### src/rtl/cpualu_pkg.sv
package cpualu_pkg;

  // Operation codes; code 15 is unused and passes operand_a and the flags through.
  typedef enum logic [3:0] {
    OP_ADD   = 4'd0,
    OP_ADC   = 4'd1,
    OP_SUB   = 4'd2,
    OP_SBC   = 4'd3,
    OP_AND   = 4'd4,
    OP_XOR   = 4'd5,
    OP_OR    = 4'd6,
    OP_CP    = 4'd7,
    OP_INC8  = 4'd8,
    OP_DEC8  = 4'd9,
    OP_DAA   = 4'd10,
    OP_CPL   = 4'd11,
    OP_ADD16 = 4'd12,
    OP_INC16 = 4'd13,
    OP_DEC16 = 4'd14
  } mode_t;

  localparam logic [3:0] NIB_MAX    = 4'hF;
  localparam logic [3:0] BCD_MAX    = 4'd9;
  localparam logic [7:0] BCD_BYTE   = 8'h99;
  localparam logic [3:0] DAA_DIGIT  = 4'h6;

  typedef struct packed {
    logic [3:0]  mode;
    logic [15:0] operand_a;
    logic [15:0] operand_b;
    logic        zero_in;
    logic        sub_in;
    logic        half_in;
    logic        carry_in;
  } in_t;

  typedef struct packed {
    logic [15:0] result_value;
    logic        zero_out;
    logic        sub_out;
    logic        half_out;
    logic        carry_out;
  } out_t;

endpackage

### src/rtl/cpualu_core.sv
module cpualu_core (
  input  cpualu_pkg::in_t  op,
  output cpualu_pkg::out_t res
);
  import cpualu_pkg::*;

  logic [7:0]  a8;
  logic [7:0]  b8;
  logic        cin;
  logic [4:0]  add_lo;
  logic [8:0]  add_full;
  logic [4:0]  sub_lo;
  logic [8:0]  sub_full;
  logic [7:0]  logic_r;
  logic        daa_hi;
  logic        daa_lo;
  logic [7:0]  daa_ofs;
  logic [7:0]  daa_r;
  logic [12:0] add16_lo;
  logic [16:0] add16_full;

  assign a8  = op.operand_a[7:0];
  assign b8  = op.operand_b[7:0];
  assign cin = ((op.mode == OP_ADC) || (op.mode == OP_SBC)) ? op.carry_in : 1'b0;

  assign add_lo   = {1'b0, a8[3:0]} + {1'b0, b8[3:0]} + {4'b0, cin};
  assign add_full = {1'b0, a8} + {1'b0, b8} + {8'b0, cin};
  // borrow shows up in the top bit of the widened difference
  assign sub_lo   = {1'b0, a8[3:0]} - {1'b0, b8[3:0]} - {4'b0, cin};
  assign sub_full = {1'b0, a8} - {1'b0, b8} - {8'b0, cin};

  always_comb begin
    unique case (op.mode)
      OP_AND:  logic_r = a8 & b8;
      OP_XOR:  logic_r = a8 ^ b8;
      default: logic_r = a8 | b8;
    endcase
  end

  // decimal adjust: after add, correct on flag or out-of-range digit;
  // after subtract, correct on flag only
  assign daa_hi  = op.sub_in ? op.carry_in : (op.carry_in || (a8 > BCD_BYTE));
  assign daa_lo  = op.sub_in ? op.half_in  : (op.half_in  || (a8[3:0] > BCD_MAX));
  assign daa_ofs = {(daa_hi ? DAA_DIGIT : 4'h0), (daa_lo ? DAA_DIGIT : 4'h0)};
  assign daa_r   = op.sub_in ? (a8 - daa_ofs) : (a8 + daa_ofs);

  assign add16_lo   = {1'b0, op.operand_a[11:0]} + {1'b0, op.operand_b[11:0]};
  assign add16_full = {1'b0, op.operand_a} + {1'b0, op.operand_b};

  always_comb begin
    res.result_value = op.operand_a;
    res.zero_out     = op.zero_in;
    res.sub_out      = op.sub_in;
    res.half_out     = op.half_in;
    res.carry_out    = op.carry_in;
    unique case (op.mode)
      OP_ADD, OP_ADC: begin
        res.result_value = {8'h00, add_full[7:0]};
        res.zero_out     = (add_full[7:0] == 8'h00);
        res.sub_out      = 1'b0;
        res.half_out     = add_lo[4];
        res.carry_out    = add_full[8];
      end
      OP_SUB, OP_SBC, OP_CP: begin
        res.result_value = (op.mode == OP_CP) ? op.operand_a : {8'h00, sub_full[7:0]};
        res.zero_out     = (sub_full[7:0] == 8'h00);
        res.sub_out      = 1'b1;
        res.half_out     = sub_lo[4];
        res.carry_out    = sub_full[8];
      end
      OP_AND, OP_XOR, OP_OR: begin
        res.result_value = {8'h00, logic_r};
        res.zero_out     = (logic_r == 8'h00);
        res.sub_out      = 1'b0;
        res.half_out     = (op.mode == OP_AND);
        res.carry_out    = 1'b0;
      end
      OP_INC8: begin
        res.result_value = {8'h00, a8 + 8'd1};
        res.zero_out     = (a8 == 8'hFF);
        res.sub_out      = 1'b0;
        res.half_out     = (a8[3:0] == NIB_MAX);
      end
      OP_DEC8: begin
        res.result_value = {8'h00, a8 - 8'd1};
        res.zero_out     = (a8 == 8'h01);
        res.sub_out      = 1'b1;
        res.half_out     = (a8[3:0] == 4'h0);
      end
      OP_DAA: begin
        res.result_value = {8'h00, daa_r};
        res.zero_out     = (daa_r == 8'h00);
        res.half_out     = 1'b0;
        res.carry_out    = op.sub_in ? op.carry_in : daa_hi;
      end
      OP_CPL: begin
        res.result_value = {8'h00, ~a8};
        res.sub_out      = 1'b1;
        res.half_out     = 1'b1;
      end
      OP_ADD16: begin
        res.result_value = add16_full[15:0];
        res.sub_out      = 1'b0;
        res.half_out     = add16_lo[12];
        res.carry_out    = add16_full[16];
      end
      OP_INC16: res.result_value = op.operand_a + 16'd1;
      OP_DEC16: res.result_value = op.operand_a - 16'd1;
      default: ;
    endcase
  end

endmodule

### src/rtl/cpu_alu_with_flags.sv
// Channel | Direction | Handshake           | Payload
// in      | input     | in_valid / in_stall | in_data  (mode, operands, flags in)
// out     | output    | out_valid/out_stall | out_data (result, flags out)
//
// Two register stages: an input register and a result register with the
// whole ALU between them. A taken transaction enters the input register and
// moves on to the result register when that stage is free; one transaction
// per cycle is sustained while out_stall stays low.
// rst (synchronous) empties both stages. While out_stall holds a result,
// the input register still takes one more transaction before in_stall rises.
module cpu_alu_with_flags (
  input  logic             clk,
  input  logic             rst,
  input  logic             in_valid,
  output logic             in_stall,
  input  cpualu_pkg::in_t  in_data,
  output logic             out_valid,
  input  logic             out_stall,
  output cpualu_pkg::out_t out_data
);
  import cpualu_pkg::*;

  // input register
  logic s1_valid;
  in_t  s1_data;
  // combinational ALU result of the input register
  out_t alu_res;
  // control
  logic out_free;
  logic s1_take;

  // result stage can load when empty or its transaction leaves now
  assign out_free = !out_valid || !out_stall;
  // input stage can load when empty or its contents move on
  assign s1_take  = !s1_valid || out_free;
  assign in_stall = !s1_take;

  cpualu_core u_core (
    .op  (s1_data),
    .res (alu_res)
  );

  always_ff @(posedge clk) begin
    if (rst) begin
      s1_valid <= 1'b0;
    end else if (s1_take) begin
      s1_valid <= in_valid;
    end
  end

  always_ff @(posedge clk) begin
    if (s1_take && in_valid) begin
      s1_data <= in_data;
    end
  end

  always_ff @(posedge clk) begin
    if (rst) begin
      out_valid <= 1'b0;
    end else if (out_free) begin
      out_valid <= s1_valid;
    end
  end

  always_ff @(posedge clk) begin
    if (out_free && s1_valid) begin
      out_data <= alu_res;
    end
  end

  // in_stall only when both stages are full and the output is blocked
  a_stall_full: assert property (@(posedge clk) disable iff (rst)
    in_stall |-> (s1_valid && out_valid && out_stall))
    else $error("in_stall raised with room in the pipeline");

  // an accepted transaction lands in the input register
  a_accept_lands: assert property (@(posedge clk) disable iff (rst)
    (in_valid && !in_stall) |=> s1_valid)
    else $error("accepted transaction lost");

  // a moving input stage produces the matching result
  a_result_moves: assert property (@(posedge clk) disable iff (rst)
    (s1_valid && out_free) |=> (out_valid && (out_data == $past(alu_res))))
    else $error("result stage did not capture the ALU output");

  // reset empties the pipeline
  a_reset_empty: assert property (@(posedge clk)
    rst |=> (!out_valid && !s1_valid))
    else $error("pipeline not empty after reset");

endmodule
### config.mk
export PLATFORM = sky130hd
export DESIGN_NAME = cpu_alu_with_flags
export DESIGN_NICKNAME = d
export VERILOG_FILES = /design/src/rtl/cpualu_pkg.sv /design/src/rtl/cpualu_core.sv /design/src/rtl/cpu_alu_with_flags.sv
export SDC_FILE = /design/constraint.sdc
export NUM_CORES = 1
export LEC_CHECK = 0
export BUFFER_PORTS_ARGS = -buffer_cell sky130_fd_sc_hd__buf_4
export CAP_MARGIN = 0
export CORE_MARGIN = 2
export CORE_UTILIZATION = 56
export CTS_BUF_LIST = sky130_fd_sc_hd__clkbuf_8
export DETAILED_ROUTE_END_ITERATION = 10
export PLACE_DENSITY = 0.82
export SYNTH_ARGS = -nofsm -noshare
export SYNTH_HDL_FRONTEND = slang
export SYNTH_SLANG_ARGS = --single-unit
### constraint.sdc
create_clock -name clk -period 3.8 [get_ports clk]
set_clock_uncertainty 0.05 [all_clocks]
set_input_delay 0.76 -clock clk [delete_from_list [all_inputs] [get_ports clk]]
set_output_delay 0.76 -clock clk [all_outputs]
set_load 0.02 [all_outputs]
# --- After elaboration in Yosys (flattened, before gate mapping) ---
# Index checks and enable logic that the tools add are counted.
totals:
  register_bits: 62
  wordCells: 89
  inputBits: 44
op_classes:
  mux: 14
  add_sub_neg: 16
  n_eq_ne: 17
  reduce_logical: 22
  magnitude_cmp: 2
  bitwise: 4
ops:
  columns: ["cell", "count"]
  rows:
  - ["$pmux W16 S10", 1]
  - ["$eq A4 B4 Y1 const B", 8]
  - ["$logic_not A8 Y1", 4]
  - ["$add A16 B16 Y17", 1]
  - ["$add A16 B1 Y16 const B", 1]
  - ["$eq A4 B3 Y1 const B", 4]
  - ["$mux W16", 1]
  - ["$pmux W8 S2", 1]
  - ["$sub A16 B1 Y16 const B", 1]
  - ["$add A12 B12 Y13", 1]
  - ["$add A8 B8 Y9", 1]
  - ["$add A9 B1 Y9", 1]
  - ["$sub A8 B8 Y9", 1]
  - ["$sub A9 B1 Y9", 1]
  - ["$add A8 B1 Y8 const B", 1]
  - ["$add A8 B8 Y8", 1]
  - ["$and A8 B8 Y8", 1]
  - ["$eq A4 B2 Y1 const B", 2]
  - ["$eq A8 B1 Y1 const B", 1]
  - ["$eq A8 B8 Y1 const B", 1]
  - ["$gt A8 B8 Y1 const B", 1]
  - ["$logic_not A4 Y1", 2]
  - ["$mux W8", 1]
  - ["$not A8 Y8", 1]
  - ["23 further kinds", 36]

# --- Logic depth before layout (Yosys ltp) ---
# Gate-level depths: netlist of run 1.
depth:
  word_depth: 8
  ltp_mapped: 17
  mapped_depth_nobuf: 16

# --- Modules after synthesis ---
# A second synthesis of run 1 with hierarchy kept.
unflattened:
  cells_unflattened: 657
  area_unflattened_um2: 6032.0
modules_own_cells:
  columns: ["mod", "instances", "area_per_inst_um2", "seq_area_each_um2", "cells_each"]
  rows:
  - ["cpualu_core", 1, 4144.0, 0.0, 587]
  - ["cpu_alu_with_flags", 1, 1888.1, 1841.8, 70]

# --- Worst setup path before layout of run 1 ---
# OpenSTA, ideal clock, no wires.
synth_path:
  path_kind: "register to register"
  start: "register s1_data[36] (netlist name)"
  end: "register out_data[3] (netlist name) (data pin)"
  path_stages_with_launch: 16
  required_time_ns: 3.598
  synth_period_minus_slack_ns: 3.819
  path_buffers: 3
  slack_ns: -0.019
  t_arrival_ns: 3.617
  cell_sequence: "edfxtp_1 -> clkbuf_1 -> clkbuf_1 -> clkbuf_1 -> nand3_1 -> inv_1 -> fa_1 -> inv_1 -> fa_1 -> nand4b_1 -> a31oi_1 -> nor2_1 -> xnor2_1 -> or4_1 -> or3_1 -> a31oi_1"
synth_lines:
  columns: ["item", "line", "source"]
  rows:
  - ["start, declared", "cpu_alu_with_flags.sv:25", "in_t s1_data;"]
  - ["start signal, assigned", "cpu_alu_with_flags.sv:53", "s1_data <= in_data;"]
  - ["end signal, assigned", "cpu_alu_with_flags.sv:67", "out_data <= alu_res;"]
  - ["end, declared", "cpu_alu_with_flags.sv:19", "output cpualu_pkg::out_t out_data"]

==> load_flow_metrics.sql, run 1 <==
INSERT INTO impl_metrics (metric_group, metric, value, unit) VALUES
('status', 'outcome', 'complete, no violations', ''),
('clock_network', 'ctsHoldBuffers', '0', ''),
('clock_network', 'clkSinkCount', '62', ''),
('global_route', 'globalRouteTotalUtil', '36.5', '%'),
('worst_setup_path', 'r2r_cells', '15', ''),
('clock_network', 'clk_pin_slew', '0.08', 'ns'),
('power', 'ir_worst_vdd', '0.232', 'mV'),
('place', 'place.detailed.instances', '904', ''),
('clock_network', 'cts.htree.levels', '3', ''),
('detailed_routing', 'drt.antenna.violating_nets', '0', ''),
('detailed_routing', 'totalWireLength', '21.1', 'mm'),
('logic_synthesis', 'post_synth_most_frequent_cells', '65 x ha_1, 63 x nor2_1, 60 x edfxtp_1, 57 x nand2_1, 52 x a21oi_1', ''),
('worst_setup_path', 'startpoint', 's1_data[20]$_DFFE_PP_', ''),
('power', 'total_power', '2.24', 'mW'),
('timing', 'grt_setup_unrepaired', 'false', ''),
('timing', 'max_slew_margin', '33.9', '%'),
('timing', 'fin_worst_hold_slack', '0.464', 'ns'),
('clock_network', 'worst_skew_pair_latency', '0.36', 'ns'),
('logic_synthesis', 'synth-seq-cells', '62', ''),
('logic_synthesis', 'synth_area_leader_cell', 'edfxtp_1', ''),
('clock_network', 'ctsRootBufferMaster', 'clkbuf_8', ''),
('global_route', 'antenna_found_initial', '0', ''),
('clock_network', 'tritoncts', 'yes', ''),
('worst_setup_path', 'setup.worst_path.class', 'flip-flop to flip-flop', ''),
('clock_network', 'cts.repair_timing.setup_buffer_count', '0', ''),
('logic_synthesis', 'ys.flop_type', 'edfxtp_1', ''),
('worst_setup_path', 'reg2reg_setup_slack', '0.19', 'ns'),
('worst_setup_path', 'timing.critical_path.arrival', '3.77', 'ns'),
('timing', 'finalHoldViolCount', '0', ''),
('logic_synthesis', 'syn-instance-count', '705', ''),
('layout', 'design_area', '7050', 'µm²'),
('power', 'power_per_cell_area', '318', 'nW/µm²'),
('logic_synthesis', 'synth_async_sr_flop_share', '0', '%'),
('worst_setup_path', 'endpoint', 'out_data[3]$_DFFE_PP_', ''),
('worst_setup_path', 'crit_path_frequent_cell', 'ha_1', ''),
('logic_synthesis', 'post_synth_main_area_contributors', 'edfxtp_1 29%, ha_1 13%, xnor2_1 5.1%', ''),
('global_route', 'pin_count_of_the_biggest_net_entering_global_routing', '54', ''),
('global_route', 'grt-ovfl-total', '0', ''),
('detailed_routing', 'vias_per_cell', '6.77', ''),
('detailed_routing', 'drt_pre_antenna_iters', '5', ''),
('layout', 'finalCoreUtilization', '65.6', '%'),
('layout', 'fin_cells', '920', ''),
('clock_network', 'inserted_clock_buffers', '9', ''),
('place', 'port_buffers', '65', ''),
('worst_setup_path', 'worstSetupPathDepth', '15', ''),
('hold_path', 'worstHoldPathType', 'flip-flop to flip-flop', ''),
('place', 'post_place_setup_slack', '0.310', 'ns'),
('layout', 'areaGrowthSynthToFinish', '15.1', '%'),
('global_route', 'global_route_wire_length_before_repair', '32.0', 'mm'),
('logic_synthesis', 'synthDistinctLibCells', '68', ''),
('floorplan', 'placement_rows', '38', ''),
('timing', 'setup_violations_final', '0', ''),
('worst_setup_path', 'worst_path_buffer_plus_inverter_count', '2', ''),
('layout', 'antennaDiodeCount', '0', ''),
('timing', 'totalNegativeSetupSlack', '0', 'ns'),
('clock_network', 'post_cts_resize_count', '0', ''),
('detailed_routing', 'detail_route.iter0.violations', '775', ''),
('worst_setup_path', 'slowest_stage', 'a31oi_1', ''),
('logic_synthesis', 'synth-warning-count', '0', ''),
('worst_setup_path', 'required', '3.96', 'ns'),
('logic_synthesis', 'synthesis.area_per_instance', '8.69', 'µm²'),
('detailed_routing', 'route.vias.total', '6225', ''),
('place', 'hpwl_after_detailed_placement', '15.9', 'mm'),
('floorplan', 'top_level_ports', '66', ''),
('logic_synthesis', 'synth_fp_nets', '820', ''),
('worst_setup_path', 'maximum_cell_stage_delay_along_the_critical_path', '0.40', 'ns'),
('timing', 'finalMaxSlewViolations', '0', ''),
('logic_synthesis', 'seq_area_frac_synth', '30.1', '%'),
('worst_setup_path', 'worstSetupEndpointType', 'flip-flop', ''),
('place', 'finalWeightedCongestion', '1.05', ''),
('worst_setup_path', 'worstReg2RegEnd', 'out_data[3]$_DFFE_PP_', '');
[layer usage]
metal,vias to the layer above,share of wire (%),GRT usage [%]
li1,2769,-,-
met1,2937,40,52.2
met2,457,43,53.9
met3,62,12,8.02
met4,0,3.8,13.4
met5,-,0,0
[cell families (layout without fill, tap and decap cells)]
kind of cell / after synthesis / after routing / synth area share [%]
adder cells (fa/ha/maj): 71 / 71 / 15.2
XOR/XNOR: 55 / 55 / 7.86
AO/OA/AOI/OAI: 235 / 235 / 25.5
multiplexers: 8 / 8 / 1.33
AND/OR/NAND/NOR: 202 / 202 / 15.4
buffers and inverters: 72 / 147 / 4.60
flip-flops: 62 / 62 / 30.1
[layout make-up]
cell class | instances | area (µm²)
Clock buffer | 9 | 124
Sequential cell | 62 | 1840
Inverter | 38 | 143
Timing Repair Buffer | 93 | 698
Fill cell | 915 | 3690
Multi-Input combinational cell | 571 | 4010
Clock inverter | 7 | 56.3
Tap cell | 140 | 175
[power by group]
group	switching (mW)	leakage, nW	total (mW)	internal [mW]
Combinational	0.516	2.27	0.847	0.331
Sequential	0.0266	0.596	0.830	0.803
Clock	0.323	0.0906	0.567	0.244
Total	0.865	2.96	2.24	1.38
[worst min-delay path by stage]
stage / from / end / slack, ns / depth (start not counted)
finish: s1_valid$_SDFFE_PP0N_ / out_valid$_SDFFE_PP0P_ / 0.46 / 2
global route: s1_valid$_SDFFE_PP0N_ / out_valid$_SDFFE_PP0P_ / 0.49 / 2
CTS: s1_valid$_SDFFE_PP0N_ / out_valid$_SDFFE_PP0P_ / 0.45 / 2
detailed placement: s1_valid$_SDFFE_PP0N_ / out_valid$_SDFFE_PP0P_ / 0.43 / 2
global placement: s1_valid$_SDFFE_PP0N_ / out_valid$_SDFFE_PP0P_ / 0.41 / 2
floorplan: s1_valid$_SDFFE_PP0N_ / out_valid$_SDFFE_PP0P_ / 0.39 / 2
[state kept, by name, summed over array words and instances (netlist names)]
register,count
s1_data,40
out_valid,1
out_data,20
s1_valid,1
[placed cells by master (no fill, tap or decap), types with 4 or more instances in the layout]
cell	count
buf_4	93
ha_1	65
nor2_1	63
edfxtp_1	60
nand2_1	57
a21oi_1	52
o21ai_0	45
inv_1	37
xnor2_1	36
a21o_1	20
xor2_1	19
nand3_1	19
a31oi_1	14
nor3_1	12
nand4_1	11
o22ai_1	11
a211oi_1	9
a22oi_1	9
clkbuf_8	9
o221ai_1	8
o211ai_1	7
o21a_1	7
nor2b_1	7
mux2i_1	7
o21bai_1	6
nand2b_1	6
fa_1	6
and3_1	5
a221oi_1	5
o31ai_1	5
o311ai_0	5
or3_1	4
[tightest hold or removal path, stage by stage (launching register included)]
cell and delay (ns):
dfxtp_1 0.35, a21oi_1 0.06, nor2_1 0.08
Power figures use the tool's default switching activity.
==> run 2: changes to the inputs <==
- CORE_UTILIZATION: 56 -> 44
- PLACE_DENSITY: 0.82 -> 0.67
- RECOVER_POWER: not set -> 100
==> run 2 against run 1 <==
Effect of this change: the flow now finishes with violations (max-capacitance violations, max-slew violations); sequential cell count unchanged; power up 1.5%; combinational power down 2%; count of clock-buffer cells in the layout unchanged; cell count up 4.5%; clock power up 8.6%; design area down 0.21%; sequential power up 0.5%; largest cell class unchanged.
==> load_flow_metrics.sql, run 2 (same netlist as run 1, synthesis figures left out) <==
INSERT INTO impl_metrics (metric_group, metric, value, unit) VALUES
('layout', 'layout.filler_cells', '1345', ''),
('global_route', 'global_route_wire_length_before_repair', '32.5', 'mm'),
('detailed_routing', 'drt.antenna.violating_nets', '0', ''),
('clock_network', 'worst_skew_pair_latency', '0.39', 'ns'),
('detailed_routing', 'route.vias.total', '6053', ''),
('layout', 'final_cell_mix', '64 x ha_1, 63 x nor2_1, 60 x edfxtp_1', ''),
('status', 'failed_checks', 'max-capacitance violations, max-slew violations', ''),
('timing', 'setup_violations_final', '0', ''),
('floorplan', 'placement_rows', '43', ''),
('timing', 'grt_setup_unrepaired', 'false', ''),
('detailed_routing', 'route.detailed.drc', '0', ''),
('place', 'finalWeightedCongestion', '1.00', ''),
('hold_path', 'worstHoldPathType', 'flip-flop to flip-flop', ''),
('clock_network', 'tritoncts', 'yes', ''),
('place', 'hpwl_after_detailed_placement', '16.4', 'mm'),
('worst_setup_path', 'setup.worst_path.class', 'flip-flop to flip-flop', ''),
('detailed_routing', 'vias_per_cell', '6.30', ''),
('layout', 'fin_nets', '891', ''),
('timing', 'max_slew_margin', '-52.2', '%'),
('clock_network', 'max-clock-path-buffers', '2', ''),
('timing', 'fmax', '283', 'MHz'),
('power', 'power_per_cell_area', '324', 'nW/µm²'),
('power', 'leakage', '2.85', 'nW'),
('place', 'port_buffers', '65', ''),
('timing', 'totalNegativeSetupSlack', '0', 'ns'),
('layout', 'largest_reg_flops', '40', ''),
('clock_network', 'ctsHoldBuffers', '0', ''),
('clock_network', 'post_cts_resize_count', '0', ''),
('worst_setup_path', 'worstSetupStartpointType', 'flip-flop', ''),
('layout', 'finalCoreUtilization', '51.3', '%'),
('global_route', 'grt_pass1_vias', '5567', ''),
('floorplan', 'design.core.area', '13700', 'µm²'),
('worst_setup_path', 'required', '3.96', 'ns'),
('power', 'ir_worst_vdd', '0.219', 'mV'),
('run', 'cap_violations', '1', ''),
('detailed_routing', 'totalWireLength', '21.3', 'mm'),
('clock_network', 'clkSinkCount', '62', ''),
('floorplan', 'design.die.area', '14900', 'µm²'),
('timing', 'period_share', '93.0', '%'),
('layout', 'most_common_cell_after_layout_fill_and_taps_aside', 'ha_1', ''),
('timing', 'finalMaxSlewViolations', '41', ''),
('floorplan', 'dieHeight', '122', 'µm'),
('layout', 'post_route_cells_drive_above_1_share', '12.2', '%'),
('layout', 'areaGrowthSynthToFinish', '14.9', '%'),
('clock_network', 'ctsRootBufferMaster', 'clkbuf_8', ''),
('worst_setup_path', 'worstSetupEndpointType', 'flip-flop', ''),
('hold_path', 'holdPathStages', '2', ''),
('clock_network', 'cts.htree.levels', '3', ''),
('layout', 'largest_register', 's1_data', ''),
('global_route', 'grt-ovfl-total', '0', ''),
('floorplan', 'die_w', '122', 'µm'),
('status', 'outcome', 'complete, but fails checks', ''),
('timing', 'final_min_period', '3.53', 'ns'),
('floorplan', 'initial_standard_cell_utilization_of_the_core', '44.7', '%'),
('clock_network', 'cts.repair_timing.setup_buffer_count', '0', ''),
('floorplan', 'top_level_ports', '66', ''),
('global_route', 'globalRouteTotalUtil', '29.5', '%'),
('worst_setup_path', 'cp_max_fo', '7', ''),
('timing', 'tightestPinTransition', '2.28', 'ns'),
('worst_setup_path', 'r2r_cells', '13', ''),
('detailed_routing', 'detail_route.iter0.violations', '710', ''),
('clock_network', 'inserted_clock_buffers', '9', ''),
('layout', 'antennaDiodeCount', '0', ''),
('clock_network', 'clk_pin_slew', '0.07', 'ns'),
('global_route', 'antenna_found_initial', '0', ''),
('global_route', 'pin_count_of_the_biggest_net_entering_global_routing', '54', ''),
('worst_setup_path', 'timing.critical_path.arrival', '3.70', 'ns'),
('detailed_routing', 'drt_pre_antenna_iters', '5', ''),
('detailed_routing', 'detail_route.wl_per_cell', '22.2', 'µm'),
('layout', 'reg.largest.list', 's1_data (40), out_data (20)', ''),
('timing', 'finalHoldViolCount', '0', '');
==> run 2: routing by layer <==
| metal | track usage, % | vias up | share of wire [%] |
|---|---|---|---|
| met3 | 7.87 | 47 | 10 |
| li1 | - | 2782 | - |
| met1 | 42.9 | 2874 | 45 |
| met2 | 41.6 | 350 | 42 |
| met5 | 0 | - | 0 |
| met4 | 11.1 | 0 | 2.9 |
==> run 2: final timing paths <==
check | startpoint | end | slack (ns)
worst max-delay path | s1_data[21]$_DFFE_PP_ | out_data[3]$_DFFE_PP_ | 0.27
worst min-delay path | s1_valid$_SDFFE_PP0N_ | out_valid$_SDFFE_PP0P_ | 0.46
worst min register to register | s1_valid$_SDFFE_PP0N_ | out_valid$_SDFFE_PP0P_ | 0.46
worst max register to register | s1_data[21]$_DFFE_PP_ | out_data[3]$_DFFE_PP_ | 0.27
==> run 2: final cells by class <==
cell class              instances  area (µm²)  area share (%)
clock buffers                   9         124            1.76
inverters                      38         146            2.08
well taps                     180         225            3.20
multi-input cells             571        4020            57.1
repair buffers                 94         608            8.64
flip-flops and latches         62        1840            26.2
clock inverters                 7        73.8            1.05
==> run 2: per-stage QoR <==
stage / hold slack (ns) / std cells / setup WS (ns) / area, µm² / total power [mW]
after floorplan: 0.394 / 705 / 0.0798 / 6130 / 1.38
after global placement: 0.409 / 945 / 0.0529 / 6930 / 1.66
after detailed placement: 0.439 / 945 / 0.174 / 6930 / 1.66
after CTS: 0.457 / 961 / 0.146 / 7130 / 2.28
after global routing: 0.477 / 961 / 0.0497 / 7040 / 2.39
final: 0.457 / 961 / 0.268 / 7040 / 2.28
==> run 2: report_power, final <==
part	switching, mW	internal (mW)
sequential	0.0284	0.805
clock	0.312	0.303
combinational	0.518	0.311
==> run 2: worst max-delay path: stages (launching register included) <==
cell,delay [ns]
edfxtp_1,0.40
clkinvlp_4,0.24
ha_2,0.30
o21bai_1,0.17
a31oi_1,0.16
inv_1,0.14
nand2_1,0.11
ha_1,0.37
a21oi_1,0.18
a21bo_2,0.25
o41a_1,0.32
xnor2_1,0.26
nand4b_1,0.21
a31oi_1,0.21
==> run 3: changes to the inputs <==
- PLACE_DENSITY: 0.67 -> 0.65
==> run 3 against run 2 <==
Effect of this change: the run still ends with max-capacitance violations, max-slew violations left; first-iteration DRC count is 2.8% lower; critical path depth fell by 3; count of clock-buffer cells in the layout unchanged; via count grew 0.74%; sequential power about the same; setup slack worse by 0.022 ns; power rose by 3.5%; wire length is 1.6% higher; critical endpoint is now out_data[19]$_DFFE_PP_; largest power group unchanged; highest routed layer unchanged.
==> load_flow_metrics.sql, run 3 (same netlist as run 1, synthesis figures left out) <==
INSERT INTO impl_metrics (metric_group, metric, value, unit) VALUES
('status', 'failed_checks', 'max-capacitance violations, max-slew violations', ''),
('detailed_routing', 'totalWireLength', '21.7', 'mm'),
('timing', 'finalMaxSlewViolations', '41', ''),
('worst_setup_path', 'timing.critical_path.cells', 'inv_1 -> clkbuf_1 -> ha_1 -> a21o_1 -> a221oi_1 -> o21ai_0 -> a41oi_1 -> o21ai_0 -> xnor2_1 -> o221ai_1', ''),
('detailed_routing', 'drt_pre_antenna_iters', '8', ''),
('clock_network', 'ctsHoldBuffers', '0', ''),
('layout', 'layout.filler_cells', '1331', ''),
('place', 'place.detailed.instances', '948', ''),
('power', 'total_power', '2.36', 'mW'),
('global_route', 'globalRouteTotalUtil', '30.0', '%'),
('clock_network', 'cts.repair_timing.setup_buffer_count', '0', ''),
('worst_setup_path', 'worstSetupEndpointType', 'flip-flop', ''),
('power', 'power_per_cell_area', '334', 'nW/µm²'),
('hold_path', 'worst_hold_endpoint', 'out_valid$_SDFFE_PP0P_', ''),
('layout', 'fin_cells', '964', ''),
('layout', 'final-seq-area', '1840', 'µm²'),
('layout', 'final_cell_mix', '65 x ha_1, 63 x nor2_1, 60 x edfxtp_1', ''),
('clock_network', 'post_cts_resize_count', '0', ''),
('layout', 'most_common_cell_after_layout_fill_and_taps_aside', 'ha_1', ''),
('clock_network', 'cts.htree.levels', '3', ''),
('layout', 'post_route_cells_drive_above_1_share', '11.9', '%'),
('timing', 'period_share', '93.5', '%'),
('timing', 'grt_setup_unrepaired', 'false', ''),
('run', 'cap_violations', '1', ''),
('worst_setup_path', 'r2r_cells', '10', ''),
('worst_setup_path', 'worst_path_buffer_plus_inverter_count', '2', ''),
('global_route', 'grt_pass1_vias', '5676', ''),
('worst_setup_path', 'cp_max_fo', '5', ''),
('hold_path', 'worstHoldPathType', 'flip-flop to flip-flop', ''),
('floorplan', 'dieHeight', '122', 'µm'),
('detailed_routing', 'route.detailed.drc', '0', ''),
('clock_network', 'ctsRootBufferMaster', 'clkbuf_8', ''),
('timing', 'setup_violations_final', '0', ''),
('global_route', 'antenna_found_initial', '0', ''),
('worst_setup_path', 'cpLargestDelayFamily', 'compound AO/OA/AOI/OAI gates', ''),
('clock_network', 'clkSinkCount', '62', ''),
('worst_setup_path', 'r2r-start', 's1_data[21]$_DFFE_PP_', ''),
('worst_setup_path', 'worstReg2RegEnd', 'out_data[19]$_DFFE_PP_', ''),
('clock_network', 'max-clock-path-buffers', '2', ''),
('power', 'ir_worst_vdd', '0.203', 'mV'),
('layout', 'largest_reg_flops', '40', ''),
('detailed_routing', 'detail_route.wl_per_cell', '22.5', 'µm'),
('worst_setup_path', 'slowest_stage', 'a41oi_1', ''),
('worst_setup_path', 'maximum_cell_stage_delay_along_the_critical_path', '0.50', 'ns'),
('floorplan', 'design.die.area', '14900', 'µm²'),
('detailed_routing', 'detail_route.iter0.violations', '690', ''),
('place', 'port_buffers', '65', ''),
('global_route', 'grt-ovfl-total', '0', ''),
('timing', 'totalNegativeSetupSlack', '0', 'ns'),
('timing', 'final_min_period', '3.55', 'ns'),
('detailed_routing', 'vias_per_cell', '6.33', ''),
('global_route', 'global_route_wire_length_before_repair', '33.1', 'mm'),
('layout', 'fin_nets', '894', ''),
('worst_setup_path', 'worstSetupStartpointType', 'flip-flop', ''),
('timing', 'fmax', '281', 'MHz'),
('clock_network', 'clk_pin_slew', '0.08', 'ns'),
('floorplan', 'top_level_ports', '66', ''),
('floorplan', 'initial_standard_cell_utilization_of_the_core', '44.7', '%'),
('hold_path', 'holdPathStages', '2', ''),
('detailed_routing', 'route.vias.total', '6098', ''),
('power', 'leakage', '2.88', 'nW'),
('floorplan', 'design.core.area', '13700', 'µm²'),
('layout', 'multiInputGateArea', '4010', 'µm²'),
('place', 'hpwl_after_detailed_placement', '16.5', 'mm'),
('layout', 'antennaDiodeCount', '0', ''),
('hold_path', 'hold_path_startpoint', 's1_valid$_SDFFE_PP0N_', ''),
('worst_setup_path', 'setup.worst_path.class', 'flip-flop to flip-flop', ''),
('layout', 'design_area', '7060', 'µm²'),
('timing', 'tightestPinTransition', '2.25', 'ns'),
('timing', 'finalHoldViolCount', '0', ''),
('floorplan', 'die_w', '122', 'µm'),
('clock_network', 'tritoncts', 'yes', ''),
('place', 'finalWeightedCongestion', '0.984', ''),
('worst_setup_path', 'reg2reg_setup_slack', '0.25', 'ns'),
('clock_network', 'inserted_clock_buffers', '9', ''),
('floorplan', 'placement_rows', '43', ''),
('timing', 'max_slew_margin', '-50.3', '%'),
('layout', 'areaGrowthSynthToFinish', '15.3', '%'),
('layout', 'finalCoreUtilization', '51.5', '%'),
('clock_network', 'worst_skew_pair_latency', '0.38', 'ns'),
('layout', 'largest_register', 's1_data', ''),
('layout', 'reg.largest.list', 's1_data (40), out_data (20)', ''),
('worst_setup_path', 'timing.critical_path.arrival', '3.61', 'ns'),
('detailed_routing', 'drt.antenna.violating_nets', '0', ''),
('place', 'placed_inst_area', '6950', 'µm²'),
('global_route', 'pin_count_of_the_biggest_net_entering_global_routing', '54', ''),
('worst_setup_path', 'crit_path_frequent_cell', 'o21ai_0', ''),
('worst_setup_path', 'required', '3.85', 'ns'),
('status', 'outcome', 'complete, but fails checks', '');
==> run 3: stage by stage <==
stage	setup WS [ns]	hold WS, ns
floorplan	0.0798	0.394
global placement	0.359	0.409
detailed placement	0.332	0.451
CTS	0.309	0.469
global route	0.0752	0.477
finish	0.246	0.468
==> run 3: power breakdown <==
part / switching [mW] / internal (mW)
sequential: 0.0274 / 0.805
clock: 0.323 / 0.371
combinational: 0.516 / 0.316
total: 0.866 / 1.49
==> run 3: layer usage <==
layer / part of all wire, % / vias to the layer above / track usage [%] / wire (µm)
met3: 11 / 46 / 8.15 / 2440
met4: 2.7 / 0 / 10.3 / 594
li1: - / 2781 / - / -
met2: 43 / 397 / 44.0 / 9310
met5: 0 / - / 0 / 0
met1: 43 / 2874 / 42.3 / 9330
==> run 3: area by class of cell <==
cell class | instances | share of cell area (%)
clock buffers | 9 | 1.75
clock inverters | 7 | 1.38
inverters | 38 | 2.02
multi-input cells | 571 | 56.8
flip-flops and latches | 62 | 26.1
well taps | 180 | 3.19
repair buffers | 97 | 8.82
==> run 3: worst max path at each step <==
stage | from | end | cells after the start
finish | s1_data[21]$_DFFE_PP_ | out_data[19]$_DFFE_PP_ | 10
global route | s1_data[20]$_DFFE_PP_ | out_data[3]$_DFFE_PP_ | 13
CTS | s1_data[20]$_DFFE_PP_ | out_data[3]$_DFFE_PP_ | 13
detailed placement | s1_data[20]$_DFFE_PP_ | out_data[3]$_DFFE_PP_ | 13
global placement | s1_data[21]$_DFFE_PP_ | out_data[6]$_DFFE_PP_ | 11
floorplan | s1_data[36]$_DFFE_PP_ | out_data[3]$_DFFE_PP_ | 15
==> run 3: worst reg2reg max path, stage by stage, from the launching register on <==
cell	delay, ns
edfxtp_1	0.39
inv_1	0.22
clkbuf_1	0.29
ha_1	0.36
a21o_1	0.26
a221oi_1	0.40
o21ai_0	0.30
a41oi_1	0.50
o21ai_0	0.21
xnor2_1	0.17
o221ai_1	0.14
